===== src/hw/rtl/rma_pkg.sv =====
// Package: types and constants of the running mean accumulator
`timescale 1ns / 1ps
package rma_pkg;

  localparam int SUM_W       = 64;
  localparam int COUNT_W     = 32;
  localparam int VALUE_W     = 32;
  localparam int RCOUNT_W    = 31;
  localparam int STEP_BITS   = 2;
  localparam int DIV_STEPS   = SUM_W / STEP_BITS;
  localparam int STEP_W      = $clog2(DIV_STEPS);

  localparam int LIST_LIMIT_DEF  = 256;
  localparam int QUEUE_DEPTH_DEF = 2;

  typedef enum logic [1:0] {
    CMD_ADD   = 2'd0,
    CMD_BANG  = 2'd1,
    CMD_CLEAR = 2'd2,
    CMD_LIST  = 2'd3
  } cmd_t;

  typedef struct packed {
    logic [1:0]                 command;
    logic signed [VALUE_W-1:0]  value;
    logic                       not_finite;
    logic                       list_first;
    logic                       list_last;
  } in_t;

  typedef struct packed {
    logic signed [VALUE_W-1:0]  mean;
    logic [RCOUNT_W-1:0]        reported_count;
    logic                       count_full;
  } out_t;

  // Snapshot of the state that a report divides
  typedef struct packed {
    logic signed [SUM_W-1:0]    sum;
    logic [COUNT_W-1:0]         count;
    logic                       full;
  } rep_t;

endpackage


===== src/hw/rtl/running_mean_accumulator.sv =====
// Top level of the running mean accumulator
//
//   port group  direction  payload   transfer when
//   in_*        input      in_t      in_valid && in_ready
//   out_*       output     out_t     out_valid && out_ready
//
// The front takes one command per cycle while the report queue has room;
// add, bang and list-last commands push a report, the rest push nothing.
// Each report passes through the back in order: a load, 32 steps of the
// 2-bit-per-cycle 64 by 32 divider, and a write of the output register.
// A stalled output holds the back, then fills the queue, then drops in_ready.
// Reset is synchronous and clears sum, count, list position and flags.
`timescale 1ns / 1ps
module running_mean_accumulator #(
  parameter int LIST_LIMIT  = rma_pkg::LIST_LIMIT_DEF,
  parameter int QUEUE_DEPTH = rma_pkg::QUEUE_DEPTH_DEF
) (
  input  logic           clk,
  input  logic           rst,
  input  logic           in_valid,
  output logic           in_ready,
  input  rma_pkg::in_t   in_data,
  output logic           out_valid,
  input  logic           out_ready,
  output rma_pkg::out_t  out_data
);
  import rma_pkg::*;

  logic push_valid, push_ready, pop_valid, pop_ready;
  rep_t push_data, pop_data;

  rma_front #(
    .LIST_LIMIT (LIST_LIMIT)
  ) u_front (
    .clk        (clk),
    .rst        (rst),
    .in_valid   (in_valid),
    .in_ready   (in_ready),
    .in_data    (in_data),
    .push_valid (push_valid),
    .push_ready (push_ready),
    .push_data  (push_data)
  );

  rma_queue #(
    .DEPTH (QUEUE_DEPTH)
  ) u_queue (
    .clk        (clk),
    .rst        (rst),
    .push_valid (push_valid),
    .push_ready (push_ready),
    .push_data  (push_data),
    .pop_valid  (pop_valid),
    .pop_ready  (pop_ready),
    .pop_data   (pop_data)
  );

  rma_back u_back (
    .clk       (clk),
    .rst       (rst),
    .pop_valid (pop_valid),
    .pop_ready (pop_ready),
    .pop_data  (pop_data),
    .out_valid (out_valid),
    .out_ready (out_ready),
    .out_data  (out_data)
  );

endmodule


===== src/hw/rtl/rma_front.sv =====
// Front end: accepts commands, keeps sum, count and list state, queues reports
`timescale 1ns / 1ps
module rma_front #(
  parameter int LIST_LIMIT = rma_pkg::LIST_LIMIT_DEF
) (
  input  logic           clk,
  input  logic           rst,
  input  logic           in_valid,
  output logic           in_ready,
  input  rma_pkg::in_t   in_data,
  output logic           push_valid,
  input  logic           push_ready,
  output rma_pkg::rep_t  push_data
);
  import rma_pkg::*;

  localparam int POS_W = $clog2(LIST_LIMIT + 1);

  logic signed [SUM_W-1:0] sum, sum_next;
  logic [COUNT_W-1:0]      count, count_next;
  logic [POS_W-1:0]        pos, pos_next;
  logic                    full, full_next;
  logic                    reports;
  logic                    accept;
  logic signed [SUM_W-1:0] addend;

  assign in_ready = push_ready;
  assign accept   = in_valid && in_ready;
  assign addend   = in_data.not_finite ? '0
                  : {{(SUM_W-VALUE_W){in_data.value[VALUE_W-1]}}, in_data.value};

  always_comb begin
    logic do_fold;
    sum_next   = sum;
    count_next = count;
    pos_next   = pos;
    full_next  = full;
    reports    = 1'b0;
    do_fold    = 1'b0;
    unique case (cmd_t'(in_data.command))
      CMD_ADD: begin
        do_fold = 1'b1;
        reports = 1'b1;
      end
      CMD_BANG: begin
        reports = 1'b1;
      end
      CMD_CLEAR: begin
        sum_next   = '0;
        count_next = '0;
        pos_next   = '0;
        full_next  = 1'b0;
      end
      CMD_LIST: begin
        if (in_data.list_first) begin
          sum_next   = '0;
          count_next = '0;
          pos_next   = '0;
          full_next  = 1'b0;
        end
        // elements past the limit add nothing
        if (pos_next < POS_W'(LIST_LIMIT)) begin
          do_fold  = 1'b1;
          pos_next = pos_next + 1'b1;
        end
        reports = in_data.list_last;
      end
    endcase
    if (do_fold) begin
      if (count_next == '1) begin
        full_next = 1'b1;
      end else begin
        sum_next   = sum_next + addend;
        count_next = count_next + 1'b1;
      end
    end
  end

  assign push_valid      = in_valid && reports;
  assign push_data.sum   = sum_next;
  assign push_data.count = count_next;
  assign push_data.full  = full_next;

  always_ff @(posedge clk) begin
    if (rst) begin
      sum   <= '0;
      count <= '0;
      pos   <= '0;
      full  <= 1'b0;
    end else if (accept) begin
      sum   <= sum_next;
      count <= count_next;
      pos   <= pos_next;
      full  <= full_next;
    end
  end

endmodule


===== src/hw/rtl/rma_queue.sv =====
// Short register queue of pending reports between front and back
`timescale 1ns / 1ps
module rma_queue #(
  parameter int DEPTH = rma_pkg::QUEUE_DEPTH_DEF
) (
  input  logic           clk,
  input  logic           rst,
  input  logic           push_valid,
  output logic           push_ready,
  input  rma_pkg::rep_t  push_data,
  output logic           pop_valid,
  input  logic           pop_ready,
  output rma_pkg::rep_t  pop_data
);
  import rma_pkg::*;

  localparam int PTR_W = (DEPTH > 1) ? $clog2(DEPTH) : 1;
  localparam int CNT_W = $clog2(DEPTH + 1);

  rep_t             entries [DEPTH];
  logic [PTR_W-1:0] wr_ptr, rd_ptr;
  logic [CNT_W-1:0] fill;
  logic             push, pop;

  assign push_ready = (fill != CNT_W'(DEPTH));
  assign pop_valid  = (fill != '0);
  assign pop_data   = entries[rd_ptr];
  assign push       = push_valid && push_ready;
  assign pop        = pop_valid && pop_ready;

  always_ff @(posedge clk) begin
    if (push) begin
      entries[wr_ptr] <= push_data;
    end
  end

  always_ff @(posedge clk) begin
    if (rst) begin
      wr_ptr <= '0;
      rd_ptr <= '0;
      fill   <= '0;
    end else begin
      if (push) begin
        wr_ptr <= (wr_ptr == PTR_W'(DEPTH - 1)) ? '0 : wr_ptr + 1'b1;
      end
      if (pop) begin
        rd_ptr <= (rd_ptr == PTR_W'(DEPTH - 1)) ? '0 : rd_ptr + 1'b1;
      end
      if (push && !pop) begin
        fill <= fill + 1'b1;
      end else if (pop && !push) begin
        fill <= fill - 1'b1;
      end
    end
  end

endmodule


===== src/hw/rtl/rma_back.sv =====
// Back end: radix-4 restoring divider and output register for reports
`timescale 1ns / 1ps
module rma_back (
  input  logic           clk,
  input  logic           rst,
  input  logic           pop_valid,
  output logic           pop_ready,
  input  rma_pkg::rep_t  pop_data,
  output logic           out_valid,
  input  logic           out_ready,
  output rma_pkg::out_t  out_data
);
  import rma_pkg::*;

  typedef enum logic [2:0] {
    ST_IDLE = 3'b001,
    ST_RUN  = 3'b010,
    ST_HOLD = 3'b100
  } state_t;

  state_t               state, state_next;
  logic [SUM_W-1:0]     quo;
  logic [COUNT_W:0]     rem;
  logic [COUNT_W-1:0]   divisor;
  logic [STEP_W-1:0]    step;
  logic                 neg, zero_div, full_r;
  logic [RCOUNT_W-1:0]  rcount;

  logic [COUNT_W:0]     r1, r1s, r2, r2s;
  logic                 ge1, ge2;
  logic                 load, finish;
  logic [VALUE_W-1:0]   q_lo;

  assign pop_ready = (state == ST_IDLE);
  assign load      = pop_valid && pop_ready;
  assign finish    = (state == ST_HOLD) && (!out_valid || out_ready);

  // two quotient bits per cycle while in the run state
  always_comb begin
    r1  = {rem[COUNT_W-1:0], quo[SUM_W-1]};
    ge1 = (r1 >= {1'b0, divisor});
    r1s = ge1 ? r1 - {1'b0, divisor} : r1;
    r2  = {r1s[COUNT_W-1:0], quo[SUM_W-2]};
    ge2 = (r2 >= {1'b0, divisor});
    r2s = ge2 ? r2 - {1'b0, divisor} : r2;
  end

  always_comb begin
    state_next = state;
    unique case (state)
      ST_IDLE: if (load) state_next = ST_RUN;
      ST_RUN:  if (step == STEP_W'(DIV_STEPS - 1)) state_next = ST_HOLD;
      ST_HOLD: if (finish) state_next = ST_IDLE;
      default: state_next = ST_IDLE;
    endcase
  end

  always_ff @(posedge clk) begin
    if (rst) begin
      state <= ST_IDLE;
    end else begin
      state <= state_next;
    end
  end

  always_ff @(posedge clk) begin
    if (load) begin
      neg      <= pop_data.sum[SUM_W-1];
      quo      <= pop_data.sum[SUM_W-1] ? SUM_W'(0) - pop_data.sum : pop_data.sum;
      rem      <= '0;
      divisor  <= pop_data.count;
      zero_div <= (pop_data.count == '0);
      full_r   <= pop_data.full;
      rcount   <= pop_data.count[COUNT_W-1] ? '1 : pop_data.count[RCOUNT_W-1:0];
      step     <= '0;
    end else if (state == ST_RUN) begin
      quo  <= {quo[SUM_W-3:0], ge1, ge2};
      rem  <= r2s;
      step <= step + 1'b1;
    end
  end

  // mean keeps the low word of the signed quotient
  assign q_lo = quo[VALUE_W-1:0];

  always_ff @(posedge clk) begin
    if (rst) begin
      out_valid <= 1'b0;
    end else if (finish) begin
      out_valid <= 1'b1;
    end else if (out_ready) begin
      out_valid <= 1'b0;
    end
  end

  always_ff @(posedge clk) begin
    if (finish) begin
      out_data.mean           <= zero_div ? '0 : (neg ? VALUE_W'(0) - q_lo : q_lo);
      out_data.reported_count <= rcount;
      out_data.count_full     <= full_r;
    end
  end

endmodule


===== config.mk =====
export PLATFORM = sky130hd
export DESIGN_NAME = running_mean_accumulator
export DESIGN_NICKNAME = d
export VERILOG_FILES = /design/src/hw/rtl/rma_pkg.sv /design/src/hw/rtl/running_mean_accumulator.sv /design/src/hw/rtl/rma_front.sv /design/src/hw/rtl/rma_queue.sv /design/src/hw/rtl/rma_back.sv
export SDC_FILE = /design/constraint.sdc
export NUM_CORES = 1
export LEC_CHECK = 0
export BUFFER_PORTS_ARGS = -buffer_cell sky130_fd_sc_hd__buf_2
export CAP_MARGIN = 20
export CORE_ASPECT_RATIO = 0.7
export CORE_MARGIN = 2
export CORE_UTILIZATION = 45
export CTS_BUF_LIST = sky130_fd_sc_hd__clkbuf_2
export CTS_CLUSTER_SIZE = 20
export DETAILED_ROUTE_END_ITERATION = 10
export PLACE_DENSITY_LB_ADDON = 0.08
export SLEW_MARGIN = 30
export SYNTH_ARGS = -nofsm -noshare
export SYNTH_HDL_FRONTEND = slang
export SYNTH_HIERARCHICAL = 1
export SYNTH_SLANG_ARGS = --single-unit

===== constraint.sdc =====
create_clock -name clk -period 5.88 [get_ports clk]
set_input_delay 0.588 -clock clk [delete_from_list [all_inputs] [get_ports clk]]
set_output_delay 0.588 -clock clk [all_outputs]
set_load 0.05 [all_outputs]

==> results.yml, run 1 <==
power_and_ir_drop:
  p_total_mw: 14.5
  powerDensity_nw_per_um2: 399
  leakagePower_nw: 14.2
  irDropWorstVdd_v: 0.000281
floorplanning:
  die_height_um: 230
  pin_count: 107
  core_area_um2: 71800
  die-area_um2: 75000
  fp.dieW_um: 326
  num_rows: 82
  initial_utilization: 0.456
synth:
  ys_ff_latch: 540
  syn_inst: 3433
  yosysMostFrequentCell: "nand2_1"
  yosys-top-cells-count: "439 x nand2_1, 388 x edfxtp_1, 247 x o21ai_0"
  synth_flop_cell: "edfxtp_1"
  seq_area_frac_synth: 0.449
  syn_area_per_cell_um2: 9.54
  syn-num-nets: 3616
  synth_area_um2: 32700
  yosysUniqueCellTypes: 96
  synth_top_area_share: 0.356
  ys_warn_count: 6
  synth-edff-count: 388
  async_flop_share: 0
  synth_area_leaders: "edfxtp_1 36%, dfxtp_1 9.3%, ha_1 5.3%"
  yosysTopAreaCell: "edfxtp_1"
routing:
  ant_nets: 0
  postRouteWirelength_um: 98800
  via_count: 27188
  drc: 0
  wl_per_cell_um: 21.0
  drt_iter0_markers: 2529
  avgViaCountPerCell: 5.77
  drtPass1Iterations: 5
worst_setup_path:
  setup.worst_path.start_class: "flop"
  end_kind: "flop"
  cp_data_arrival_time_ns: 6.77
  crit_type: "flop to flop"
  critPathMaxFanout: 10
  reg2reg_to: "u_back/rem[0]"
  worstPathRequired_ns: 7.06
  timing.rr.start: "u_back/quo[63]"
  worst-r2r-setup-slack_ns: 0.29
  reg2reg_depth: 22
timing:
  post-route-period-util: 0.950
  tightest_slew_ns: 0.964
  hold_violations: 0
  slew_headroom: 0.357
  min_period_ns: 5.59
  fmax_mhz: 179
  slew_violations: 0
  clock_skew_ns: 0.135
  setup_viol_count_final: 0
clock_network:
  clk_path_buf_depth: 3
  clock-sinks: 540
  cts-root-buf: "clkbuf_2"
  cts-htree-levels: 4
  cts_setup_buffers: 0
  cts_inserted_buffers: 141
  cts.reportedPaths.clkPinSlew_ns: 0.11
  clk_latency_ns: 1.41
  cts_tree: "done"
grt:
  grt_usage: 0.260
  grt_max_degree: 113
  grt_pass1_wl_um: 151000
  first_global_vias: 25612
  antenna_found_initial: 6
  overflow: 0
placement:
  place_congestion: 0.968
  dp_hpwl_um: 72800
  io_buffers: 106
final_layout:
  syn_to_final_growth_pct: 10.6
  final_core_utilization: 0.504
  nets: 3810
  drive_gt1_frac: 0.179
run:
  drv_cap: 0
min_path:
  holdPathEnd: "u_front/sum[63]"
  worst_hold_path.num_cells: 4
  hp-class: "input port to flop"
  hold_path.startpoint: "in_data[2]"
outcome:
  status: "complete, no violations"
## power by group
| part | leakage [nW] | internal [mW] | switching (mW) |
|---|---|---|---|
| combinational | 8.43 | 2.29 | 4.09 |
| clock | 0.960 | 0.990 | 1.67 |
| sequential | 4.81 | 5.04 | 0.393 |
## registers in the layout (all words and copies together), names as in the netlist, named ones only
name and flops:
u_queue/entries 194, u_queue/rd_ptr 1, u_back/zero_div 1, u_back/rcount 31, u_front/count 32, u_back/quo 64, u_back/out_valid 1, u_back/out_data 64
u_back/state 3, u_back/full_r 1, u_queue/wr_ptr 1, u_back/rem 32, u_back/divisor 32, u_front/full 1, u_back/neg 1, u_queue/fill 2
u_front/pos 9, u_front/sum 64, u_back/step 5
## worst max-delay path, cell delays in order, from the launching register on
cell and delay, ns:
edfxtp_1 0.42, inv_1 0.08, ha_1 0.16, inv_1 0.06, fa_1 0.43, a211oi_2 0.25
o21ai_0 0.16, and2_1 0.19, a31o_2 0.29, or2_2 0.30, o311ai_0 0.35, a21oi_1 0.25
ha_2 0.48, nand2_1 0.13, nor4_4 0.40, inv_1 0.08, a31oi_1 0.25, nor2_1 0.11
o31a_1 0.34, buf_4 0.18, nand2_1 0.08, buf_4 0.25, o311ai_0 0.17
## repair_timing
action | 4_1_cts | 5_1_grt
endpoints found under the setup margin | 5 | 29
endpoints found under the hold margin | 119 | 0
hold buffers | 17 | 0
resized for setup | 1 | 12
## how the worst max path moves through the flow
| stage | startpoint | end | slack, ns | depth (start not counted) |
|---|---|---|---|---|
| 4_1_cts | u_back/divisor[18] | u_back/quo[0] | 0.16 | 21 |
| 3_3_place_gp | u_back/divisor[18] | u_back/rem[0] | 0.14 | 24 |
| 5_1_grt | u_back/quo[63] | u_back/rem[16] | -0.02 | 22 |
| 6_report | u_back/quo[63] | u_back/rem[0] | 0.29 | 22 |
| 2_1_floorplan | u_back/divisor[1] | u_back/rem[17] | 0.58 | 22 |
| 3_5_place_dp | u_back/quo[63] | u_back/rem[0] | -0.02 | 22 |
## layout make-up
cell class                      instances  area (um2)
Clock inverter                         51         278
Antenna cell                           10        25.0
Clock buffer                          201        1010
Multi-Input combinational cell       2587       16900
Timing Repair Buffer                  244        1670
Inverter                              113         428
Sequential cell                       540       14700
Tap cell                              966        1210
Fill cell                            6789       35600
## cell usage in the layout (no fill, tap or decap), types with 89 or more instances in the layout
cell type	netlist	routed
xnor2_1	89	89
nor2_1	244	240
dfxtp_1	152	151
buf_2	30	105
mux2_2	89	89
ha_1	139	137
xor2_1	143	143
o21ai_0	247	244
edfxtp_1	388	388
buf_4	3	116
inv_1	113	110
clkbuf_2	0	201
nand2_1	439	437
a21oi_1	221	221
## per-layer routing
layer | part of all wire | track usage
met1 | 0.51 | 0.413
met2 | 0.37 | 0.331
met4 | 0.018 | 0.0753
met5 | 0.00020 | 0
met3 | 0.10 | 0.0750
## through the flow
step                      instances  hold slack, ns  TNS, ns  cell area [um2]  worst slack, ns
final                          4712           0.144        0            36200            0.292
after floorplan                3433           0.400        0            32700            0.580
after CTS                      4701          0.0284        0            36100            0.156
after global routing           4708           0.108  -0.0350            36200          -0.0221
after detailed placement       4432           0.406  -0.0185            34700          -0.0185
after global placement         4431           0.403        0            34700            0.138
## logic make-up (layout without fill, tap and decap cells)
logic type      count (synthesis)  in the layout  synth area share
compound gates                867            867             0.168
xor+xnor                      232            232            0.0621
fa+ha+maj                     142            142            0.0550
buf+inv                       306            609            0.0379
flops                         540            540             0.449
mux                           127            127            0.0474
other cells                     0             10                 0
simple gates                 1219           1219             0.181
Power figures use the tool's default switching activity.
==> run 2: changes to the inputs <==
CELL_PAD_IN_SITES_DETAIL_PLACEMENT = 1   (was not set)
CELL_PAD_IN_SITES_GLOBAL_PLACEMENT = 1   (was not set)
==> run 2 against run 1 <==
Count of clock-buffer cells in the layout is 10 higher. Clock power is 6% higher. Total power is 1.3% higher. Setup slack improved by 0.019 ns. Cell area up 0.29%. Register-to-register slack gained 0.02 ns.
==> results.yml, run 2 (synthesis results as in run 1) <==
outcome:
  status: "complete, no violations"
clock_network:
  clock-sinks: 540
  clk_path_buf_depth: 3
  cts-root-buf: "clkbuf_2"
  cts_inserted_buffers: 141
  cts_tree: "done"
  clk_latency_ns: 1.44
  cts.reportedPaths.clkPinSlew_ns: 0.13
  cts-htree-levels: 4
worst_setup_path:
  critPathMaxFanout: 11
  cpMaxStageDelayCell: "fa_1"
  critPathBufInv: 5
  crit_top_cell: "buf_4"
  crit_end: "u_back/rem[23]"
  max_stage_delay_ns: 0.44
  timing.rr.start: "u_back/quo[63]"
  reg2reg_depth: 24
  crit_type: "flop to flop"
  worst-r2r-setup-slack_ns: 0.31
  worstPathCellList: "inv_1, ha_1, inv_1, fa_1, a211oi_2, o21ai_0, nand4b_1, nand3b_1, a41oi_1, xnor2_1, mux2_2, ha_1, buf_4, a21o_1, a31o_2, a211o_1, a21oi_1, o21ai_0, nor2_2, o31ai_4, buf_4, buf_4, nor4_1, a211o_1"
  setup.worst_path.start_class: "flop"
  worstPathRequired_ns: 7.10
  reg2reg_to: "u_back/rem[23]"
  end_kind: "flop"
  path_delay_family: "compound AO/OA/AOI/OAI gates"
  cp_data_arrival_time_ns: 6.79
  crit_cells: 24
  worstSetupStartpoint: "u_back/quo[63]"
final_layout:
  layout_commonest_cell: "nand2_1"
  layout_common_cells: "436 x nand2_1, 388 x edfxtp_1, 244 x o21ai_0"
  drive_gt1_frac: 0.178
  top_register: "u_queue/entries"
  nets: 3806
  final_cells: 4705
  largest_reg_flops: 194
  final_core_utilization: 0.506
  syn_to_final_growth_pct: 11.0
floorplanning:
  die_height_um: 230
  fp.dieW_um: 326
  die-area_um2: 75000
  initial_utilization: 0.456
  core_area_um2: 71800
  pin_count: 107
  num_rows: 82
timing:
  clock_skew_ns: 0.193
  tightest_slew_ns: 0.989
  hold_ws_ns: 0.192
  post-route-period-util: 0.947
  hold_violations: 0
  slew_violations: 0
  slew_headroom: 0.333
  fmax_mhz: 180
  min_period_ns: 5.57
  tns_ns: 0
  setup_viol_count_final: 0
routing:
  drtPass1Iterations: 5
  avgViaCountPerCell: 5.90
  via_count: 27746
  drc: 0
  postRouteWirelength_um: 106000
  drt_iter0_markers: 2466
  wl_per_cell_um: 22.5
  ant_nets: 0
power_and_ir_drop:
  p_total_mw: 14.7
  irDropWorstVdd_v: 0.000309
  leakagePower_nw: 14.3
  powerDensity_nw_per_um2: 404
min_path:
  hp-class: "input port to flop"
grt:
  first_global_vias: 27732
  grt_pass1_wl_um: 163000
  grt_max_degree: 122
  antenna_found_initial: 11
  grt_usage: 0.279
  overflow: 0
placement:
  io_buffers: 106
  place_congestion: 0.921
  dp_hpwl_um: 78100
  placedCellCount: 4412
run:
  drv_cap: 0
## run 2: what timing repair did
action / CTS / global route
hold endpoints to repair: 119 / 0
pin swaps: 0 / 4
setup buffers: 0 / 1
hold buffers: 32 / 0
endpoints found under the setup margin: 3 / 33
resized for setup: 2 / 23
## run 2: metrics by stage
step                setup WS (ns)  cell area, um2
floorplan                   0.580           32700
global placement            0.186           34500
detailed placement         0.0298           34500
CTS                        0.0264           36200
global route             -0.00863           36300
finish                      0.311           36300
## run 2: how the worst min path moves through the flow
stage | start | endpoint | depth (start not counted)
final | in_data[3] | u_queue/entries[0][33] | 5
after global routing | in_data[3] | u_queue/entries[0][33] | 5
after CTS | in_data[26] | u_front/sum[25] | 9
after detailed placement | u_back/rcount[14] | u_back/out_data[15] | 0
after global placement | u_back/rcount[4] | u_back/out_data[5] | 0
after floorplan | u_back/full_r | u_back/out_data[0] | 0
## run 2: per-layer routing
metal  part of all wire  track usage  up-vias
met5            0.00010            0        -
met4              0.021       0.0846        2
met3              0.072       0.0594      156
met2               0.40        0.380      861
met1               0.51        0.436    13748
li1                   -            -    12979
## run 2: worst min-delay path, delay by kind of cell
family / cells / cell delay, ns
adders and majority gates: 1 / 0.30
and+or+nand+nor: 2 / 0.22
buffers and inverters: 1 / 0.09
AOI/OAI and AO/OA: 1 / 0.15
## run 2: power breakdown
| part | leakage (nW) | internal [mW] | switching, mW | total [mW] |
|---|---|---|---|---|
| registers | 4.81 | 5.04 | 0.411 | 5.45 |
| clock network | 1.03 | 1.15 | 1.67 | 2.81 |
| logic | 8.42 | 2.23 | 4.16 | 6.40 |
| total | 14.3 | 8.42 | 6.24 | 14.7 |
## run 2: final cells by class
| cell class | count | area, um2 |
|---|---|---|
| fill | 8345 | 35500 |
| multi-input combinational | 2587 | 16900 |
| sequential | 540 | 14700 |
| timing repair buffer | 240 | 1680 |
| tap | 966 | 1210 |
| clock buffer | 211 | 1060 |
| inverter | 113 | 428 |
| clock inverter | 44 | 307 |
| antenna | 4 | 10.0 |
